<file path="config.mk">
export PLATFORM = sky130hd
export DESIGN_NAME = lehmer_prng_bit_gather_flat
export DESIGN_NICKNAME = d
export VERILOG_FILES = /design/src/lpbg_pkg.sv /design/src/lpbg_if.sv /design/src/lpbg_step.sv /design/src/lpbg_apb.sv /design/src/lehmer_prng_bit_gather.sv /design/src/flat_wrapper.sv
export SDC_FILE = /design/constraint.sdc
export NUM_CORES = 1
export LEC_CHECK = 0
export BUFFER_PORTS_ARGS = -buffer_cell sky130_fd_sc_hd__buf_2
export CAP_MARGIN = 20
export CORE_MARGIN = 5
export CORE_UTILIZATION = 50
export CTS_CLUSTER_DIAMETER = 120
export DETAILED_ROUTE_END_ITERATION = 6
export HOLD_SLACK_MARGIN = 0.06
export PLACE_DENSITY = 0.68
export SLEW_MARGIN = 40
export SYNTH_ARGS = -nofsm -noshare
export SYNTH_HDL_FRONTEND = slang
export SYNTH_SLANG_ARGS = --single-unit
export TNS_END_PERCENT = 20
</file>
<file path="constraint.sdc">
create_clock -name clk -period 11.6 [get_ports clk]
set_input_delay 1.16 -clock clk [delete_from_list [all_inputs] [get_ports clk]]
set_output_delay 1.16 -clock clk [all_outputs]
set_load 0.05 [all_outputs]
</file>
<file path="src/lpbg_pkg.sv">
package lpbg_pkg;

	localparam int unsigned STATE_W = 31;
	localparam int unsigned RESULT_W = 32;
	localparam int unsigned COUNT_W = 6;
	localparam int unsigned APB_ADDR_W = 3;
	localparam int unsigned APB_DATA_W = 32;
	localparam int unsigned MUL_W = 15;
	localparam int unsigned PROD_W = STATE_W + MUL_W;

	localparam logic [STATE_W:0] LEHMER_MOD = 32'h7FFF_FFFF;
	localparam logic [MUL_W-1:0] LEHMER_MUL = 15'd16807;
	localparam logic [COUNT_W-1:0] MAX_BITS = 6'd32;
	localparam logic [STATE_W-1:0] SEED_RESET = 31'd1;

	// Register index decoded from paddr[2].
	localparam logic REG_SEED = 1'b0;

	localparam logic ACT_VALUE = 1'b0;
	localparam logic ACT_BITS = 1'b1;

	typedef enum logic [1:0] {
		ST_IDLE,
		ST_RUN,
		ST_WAIT
	} seq_state_t;

	typedef struct packed {
		logic                wr;
		logic [STATE_W-1:0] value;
	} seed_wr_t;

endpackage

</file>
<file path="src/lpbg_if.sv">
interface lpbg_req_if;
	logic                          valid;
	logic                          ready;
	logic                          action;
	logic [lpbg_pkg::COUNT_W-1:0] bit_count;

	modport source (output valid, output action, output bit_count, input ready);
	modport sink (input valid, input action, input bit_count, output ready);
endinterface

interface lpbg_rsp_if;
	logic                           valid;
	logic                           ready;
	logic [lpbg_pkg::RESULT_W-1:0] result;

	modport source (output valid, output result, input ready);
	modport sink (input valid, input result, output ready);
endinterface

</file>
<file path="src/lpbg_step.sv">
module lpbg_step (
	input  logic [lpbg_pkg::STATE_W-1:0] x,
	output logic [lpbg_pkg::STATE_W-1:0] y
);
	import lpbg_pkg::*;

	logic [PROD_W-1:0]  prod;
	logic [STATE_W:0]   fold;
	logic [STATE_W:0]   fold_sub;

	// 2^31 is congruent to 1, so the high part of the product adds onto the low part.
	// The folded sum stays below twice the modulus, so one subtraction finishes it.
	always_comb begin
		prod = PROD_W'(x) * PROD_W'(LEHMER_MUL);
		fold = {1'b0, prod[STATE_W-1:0]} + (STATE_W+1)'(prod[PROD_W-1:STATE_W]);
		fold_sub = fold - LEHMER_MOD;
		y = (fold >= LEHMER_MOD) ? fold_sub[STATE_W-1:0] : fold[STATE_W-1:0];
	end
endmodule

</file>
<file path="src/lpbg_apb.sv">
module lpbg_apb (
	input  logic                            clk,
	input  logic                            arst_n,
	input  logic                            psel,
	input  logic                            penable,
	input  logic                            pwrite,
	input  logic [lpbg_pkg::APB_ADDR_W-1:0] paddr,
	input  logic [lpbg_pkg::APB_DATA_W-1:0] pwdata,
	output logic [lpbg_pkg::APB_DATA_W-1:0] prdata,
	output logic                            pready,
	output lpbg_pkg::seed_wr_t              seed_wr
);
	import lpbg_pkg::*;

	logic [STATE_W-1:0] seed_q;
	logic                wr_seed;

	assign pready = 1'b1;
	assign wr_seed = psel && penable && pwrite && (paddr[2] == REG_SEED);

	always_ff @(posedge clk or negedge arst_n) begin
		if (!arst_n) begin
			seed_q <= SEED_RESET;
		end else if (wr_seed) begin
			seed_q <= pwdata[STATE_W-1:0];
		end
	end

	always_comb begin
		prdata = '0;
		if (paddr[2] == REG_SEED) begin
			prdata = {{(APB_DATA_W-STATE_W){1'b0}}, seed_q};
		end
		seed_wr.wr = wr_seed;
		seed_wr.value = pwdata[STATE_W-1:0];
	end
endmodule

</file>
<file path="src/lehmer_prng_bit_gather.sv">
// A value transaction returns the next generator state. A bits transaction with count n
// (n saturated at 32) gathers bit 0 of n successive states, and a count of zero returns 0.
// A new request is taken only in the idle state, once the previous result is in the output register.
// The single generator step unit (constant multiply and modular fold) runs once per cycle in the run state.
// A new request is taken while a finished result still waits in the output register.
// Reset (arst_n, asynchronous): seed and generator state return to 1, the sequencer idles.
module lehmer_prng_bit_gather (
	input  logic                            clk,
	input  logic                            arst_n,
	lpbg_req_if.sink                        req,
	lpbg_rsp_if.source                      rsp,
	input  logic                            psel,
	input  logic                            penable,
	input  logic                            pwrite,
	input  logic [lpbg_pkg::APB_ADDR_W-1:0] paddr,
	input  logic [lpbg_pkg::APB_DATA_W-1:0] pwdata,
	output logic [lpbg_pkg::APB_DATA_W-1:0] prdata,
	output logic                            pready
);
	import lpbg_pkg::*;

	seq_state_t          state_q;
	seq_state_t          state_nxt;
	seed_wr_t            seed_wr;
	logic [STATE_W-1:0]  gen_state_q;
	logic [STATE_W-1:0]  step_y;
	logic [COUNT_W-1:0]  cnt_q;
	logic [COUNT_W-1:0]  cnt_init;
	logic                act_q;
	logic [RESULT_W-1:0] acc_q;
	logic [RESULT_W-1:0] acc_nxt;
	logic                rsp_valid_q;
	logic [RESULT_W-1:0] rsp_result_q;
	logic                accept;
	logic                last_step;
	logic                out_free;
	logic                load_out;
	logic                zero_count;

	lpbg_apb u_apb (
		.clk     (clk),
		.arst_n  (arst_n),
		.psel    (psel),
		.penable (penable),
		.pwrite  (pwrite),
		.paddr   (paddr),
		.pwdata  (pwdata),
		.prdata  (prdata),
		.pready  (pready),
		.seed_wr (seed_wr)
	);

	lpbg_step u_step (
		.x (gen_state_q),
		.y (step_y)
	);

	assign accept = req.valid && req.ready;
	assign last_step = (state_q == ST_RUN) && (cnt_q == COUNT_W'(1));
	assign out_free = !rsp_valid_q || rsp.ready;
	assign zero_count = (req.action == ACT_BITS) && (req.bit_count == '0);
	assign rsp.valid = rsp_valid_q;
	assign rsp.result = rsp_result_q;

	always_comb begin
		cnt_init = COUNT_W'(1);
		if (req.action == ACT_BITS) begin
			cnt_init = (req.bit_count > MAX_BITS) ? MAX_BITS : req.bit_count;
		end
		if (act_q == ACT_BITS) begin
			acc_nxt = {acc_q[RESULT_W-2:0], step_y[0]};
		end else begin
			acc_nxt = {{(RESULT_W-STATE_W){1'b0}}, step_y};
		end
	end

	always_comb begin
		state_nxt = state_q;
		case (state_q)
			ST_IDLE: begin
				if (accept) begin
					state_nxt = zero_count ? ST_WAIT : ST_RUN;
				end
			end
			ST_RUN: begin
				if (last_step) begin
					state_nxt = out_free ? ST_IDLE : ST_WAIT;
				end
			end
			ST_WAIT: begin
				if (out_free) begin
					state_nxt = ST_IDLE;
				end
			end
			default: state_nxt = ST_IDLE;
		endcase
	end

	always_comb begin
		req.ready = 1'b0;
		load_out = 1'b0;
		case (state_q)
			ST_IDLE: req.ready = 1'b1;
			ST_RUN:  load_out = last_step && out_free;
			ST_WAIT: load_out = out_free;
			default: begin
				req.ready = 1'b0;
				load_out = 1'b0;
			end
		endcase
	end

	always_ff @(posedge clk or negedge arst_n) begin
		if (!arst_n) begin
			state_q <= ST_IDLE;
			gen_state_q <= SEED_RESET;
			rsp_valid_q <= 1'b0;
			cnt_q <= '0;
		end else begin
			state_q <= state_nxt;
			if (seed_wr.wr) begin
				gen_state_q <= seed_wr.value;
			end else if (state_q == ST_RUN) begin
				gen_state_q <= step_y;
			end
			if (accept) begin
				cnt_q <= cnt_init;
			end else if (state_q == ST_RUN) begin
				cnt_q <= cnt_q - COUNT_W'(1);
			end
			if (load_out) begin
				rsp_valid_q <= 1'b1;
			end else if (rsp.ready) begin
				rsp_valid_q <= 1'b0;
			end
		end
	end

	always_ff @(posedge clk) begin
		if (accept) begin
			act_q <= req.action;
			acc_q <= '0;
		end else if (state_q == ST_RUN) begin
			acc_q <= acc_nxt;
		end
		if (load_out) begin
			rsp_result_q <= (state_q == ST_RUN) ? acc_nxt : acc_q;
		end
	end

	a_run_count_nonzero: assert property (@(posedge clk) disable iff (!arst_n)
		state_q == ST_RUN |-> cnt_q != '0)
		else $error("step counter empty while running");

	a_accept_leaves_idle: assert property (@(posedge clk) disable iff (!arst_n)
		accept |=> state_q != ST_IDLE)
		else $error("sequencer stayed idle after taking a request");

	a_load_needs_room: assert property (@(posedge clk) disable iff (!arst_n)
		load_out |-> out_free)
		else $error("result loaded over a pending transaction");

	a_result_from_work: assert property (@(posedge clk) disable iff (!arst_n)
		$rose(rsp_valid_q) |-> $past(state_q) == ST_RUN || $past(state_q) == ST_WAIT)
		else $error("result appeared without work in flight");
endmodule

</file>
<file path="src/flat_wrapper.sv">
// flat-port wrapper written by rule: the top's interface ports become plain ports
module lehmer_prng_bit_gather_flat import lpbg_pkg::*;
  (clk, arst_n, psel, penable, pwrite, paddr, pwdata, prdata, pready, req_valid, req_action, req_bit_count, req_ready, rsp_valid, rsp_result, rsp_ready);
  lpbg_req_if req_i ();
  lpbg_rsp_if rsp_i ();
  input  logic clk;
  input  logic arst_n;
  input  logic psel;
  input  logic penable;
  input  logic pwrite;
  input  logic [lpbg_pkg::APB_ADDR_W-1:0] paddr;
  input  logic [lpbg_pkg::APB_DATA_W-1:0] pwdata;
  output logic [lpbg_pkg::APB_DATA_W-1:0] prdata;
  output logic pready;
  input wire logic [$bits(req_i.valid)-1:0] req_valid;
  input wire logic [$bits(req_i.action)-1:0] req_action;
  input wire logic [$bits(req_i.bit_count)-1:0] req_bit_count;
  output wire logic [$bits(req_i.ready)-1:0] req_ready;
  output wire logic [$bits(rsp_i.valid)-1:0] rsp_valid;
  output wire logic [$bits(rsp_i.result)-1:0] rsp_result;
  input wire logic [$bits(rsp_i.ready)-1:0] rsp_ready;
  assign req_i.valid = req_valid;
  assign req_i.action = req_action;
  assign req_i.bit_count = req_bit_count;
  assign req_ready = req_i.ready;
  assign rsp_valid = rsp_i.valid;
  assign rsp_result = rsp_i.result;
  assign rsp_i.ready = rsp_ready;
  lehmer_prng_bit_gather u_core (.clk(clk), .arst_n(arst_n), .req(req_i), .rsp(rsp_i), .psel(psel), .penable(penable), .pwrite(pwrite), .paddr(paddr), .pwdata(pwdata), .prdata(prdata), .pready(pready));
endmodule
</file>
==> results.tsv <==
metric	value	unit
status	finished, final reports clean	
setup TNS	0	ns
Synth cell types	92	
vias in the first global route	13300	
grt total ovfl	0	
P&R area growth vs syn	10.3	%
Crit. End Element	flip-flop	
diode count	0	
proportion of layout cells with a drive suffix above 1	11.8	%
CTS Hold Bufs	0	
Routed Antenna Nets	0	
die area	35700	um^2
Total GRT Usage	25.0	%
ys async rst share	52.2	%
maximum clock rate	0.0912	GHz
YS warnings	0	
syn_area_per_cell	8.73	um^2
crit-path most repeated cell	inv_1	
CP arrival	11.13	ns
CP top delay family	adder cells	
largest net degree at the start of global routing	109	
number of buffers on the longest clock path	2	
clk_skew	0.00839	ns
Port Buf Inserts	110	
area of the core	31600	um^2
RSZ-0062 raised after global routing	false	
Yosys reg bits	136	
Worst Path Max Fanout	14	
Starting DRT DRC Count	963	
Clk pin slew, worst setup/hold paths	0.06	ns
number of placement rows	65	
I/O pins	116	
nets	2327	
number of max-cap violations	0	
CTS Root Cell	clkbuf_16	
minimum clock period	10.96	ns
Max Slew Vio Count	0	
Setup CP Type	flip-flop to flip-flop	
syn_nets	2224	
wl on met1	19000	um
DRC	0	
Critical Path RT	11.77	ns
leading cell type in the layout, fill and taps excluded	inv_1	
initial antenna violation count	0	
Num CTS Buffers	17	
setup ws final	0.641	ns
most frequent cells in the layout	inv_1, ha_1, nand2_1	
Setup crit start kind	flip-flop	
total number of vias	13400	
Die Ht	189	um
top routing layer in use	met4	
Final setup viols	0	
Fin. Hold Viols	0	
Vias/cell	5.70	
met3 routed WL	2220	um
register area share after synthesis	21.3	%
drt total wl	44400	um
Hold Path Class	flip-flop to flip-flop	
initial core utilization	50.7	%
Layout fillers	2902	
CTS tree	yes	
Relative slew margins	42.1	%
period utilization	94.5	%
wire length on met2	21400	um
HPWL Detailed	36200	um
Layout Utilization	55.9	%
mean routed wirelength per cell	18.9	um
# clock sinks	136	
critical path's largest stage delay	0.58	ns
CP max-delay cell	or4b_4	
worst path bufs/invs	8	
Slew @ Worst Pin	0.862	ns
Setup Slack @ Placement	0.747	ns
post-synthesis cell area	16000	um^2
Post-synth EDFFs	33	
Post-synth top flop	dfrtp_1	
global-route wire length before repair	71100	um
die extent in x	189	um
gpl congestion	0.921	
H-tree levels	4	
Cells after Synth	1833	
TritonRoute pass-1 iters	5	
clk_lat worst skew	0.42	ns
through the flow:
stage / instances / area, um^2 / hold WS, ns
3_3_place_gp: 2317 / 17100 / 0.446
2_1_floorplan: 1833 / 16000 / 0.436
6_report: 2351 / 17700 / 0.461
5_1_grt: 2351 / 17700 / 0.474
4_1_cts: 2349 / 17600 / 0.462
3_5_place_dp: 2317 / 17100 / 0.453
worst min-delay path, cell delays in order, from the launching register on:
cell	delay, ns
dfstp_2	0.37
nand2_1	0.05
nand2_1	0.05
layer usage:
metal,track usage (%),up-vias
met3,3.28,85
li1,-,6418
met5,0,-
met1,33.0,6508
met4,9.33,0
met2,42.3,394
what timing repair did:
action | in CTS | in global routing
resized for setup | 0 | 0
endpoints found under the setup margin | 0 | 10
buffers inserted | 0 | 2
synth_stat cells, types with 6 or more instances:
cell	instances	area, um^2
a211oi_1	18	135
a21o_1	18	135
a21oi_1	105	526
a22oi_1	7	52.6
a31oi_1	29	181
and2_1	14	87.6
and3_1	11	68.8
buf_2	7	35.0
clkbuf_1	48	180
dfrtp_1	69	1730
dfxtp_1	32	641
edfxtp_1	33	991
fa_1	134	2680
ha_1	208	2600
inv_1	302	1130
mux2i_1	7	70.1
nand2_1	187	702
nand2b_1	25	156
nand3_1	29	145
nand4_1	22	138
nor2_1	108	405
nor2b_1	50	313
nor3_1	31	155
nor4_1	9	56.3
o211ai_1	17	128
o21a_1	11	82.6
o21ai_0	73	365
o21ai_1	9	45.0
o21bai_1	6	45.0
o221ai_1	13	114
or3_1	13	81.3
xnor2_1	40	350
xor2_1	24	210
final cells by class:
cell class / instances / area (um^2) / share of cell area (%)
clock buffer: 17 / 425 / 2.41
timing repair buffer: 149 / 853 / 4.83
sequential: 136 / 3410 / 19.3
inverter: 303 / 1140 / 6.44
tap: 402 / 503 / 2.85
multi-input combinational: 1329 / 11200 / 63.4
clock inverter: 15 / 133 / 0.751
registers in the layout (all words and copies together) (netlist names):
name	cells
u_core.state_q	2
u_core.u_apb.seed_q	31
u_core.rsp.result	32
u_core.rsp.valid	1
u_core.gen_state_q	31
u_core.act_q	1
u_core.cnt_q	6
u_core.acc_q	32
cell families after synthesis:
logic type | count (synthesis) | synth area share [%]
buffers and inverters | 368 | 8.88
AOI/OAI and AO/OA | 368 | 15.0
xor gates and xnor gates | 66 | 3.71
adders and majority gates | 342 | 33.0
muxes | 10 | 0.649
other | 2 | 0.0469
and+or+nand+nor | 541 | 17.4
DFF | 136 | 21.3
worst paths after layout:
kind	start	end	slack, ns	cells after the start
worst min register to register	u_core.u_apb.seed_q[0]	u_core.u_apb.seed_q[0]	0.46	2
worst min-delay path	u_core.u_apb.seed_q[0]	u_core.u_apb.seed_q[0]	0.46	2
worst max register to register	u_core.gen_state_q[14]	u_core.rsp.result[3]	0.64	40
min in group asynchronous	arst_n	u_core.u_apb.seed_q[19]	0.76	1
worst max-delay path	u_core.gen_state_q[14]	u_core.rsp.result[3]	0.64	40
max in group asynchronous	arst_n	u_core.cnt_q[1]	10.39	1
Power is left out: the tool's default activity adds up to more than one toggle a clock period on the data nets, which glitch-free logic cannot reach.
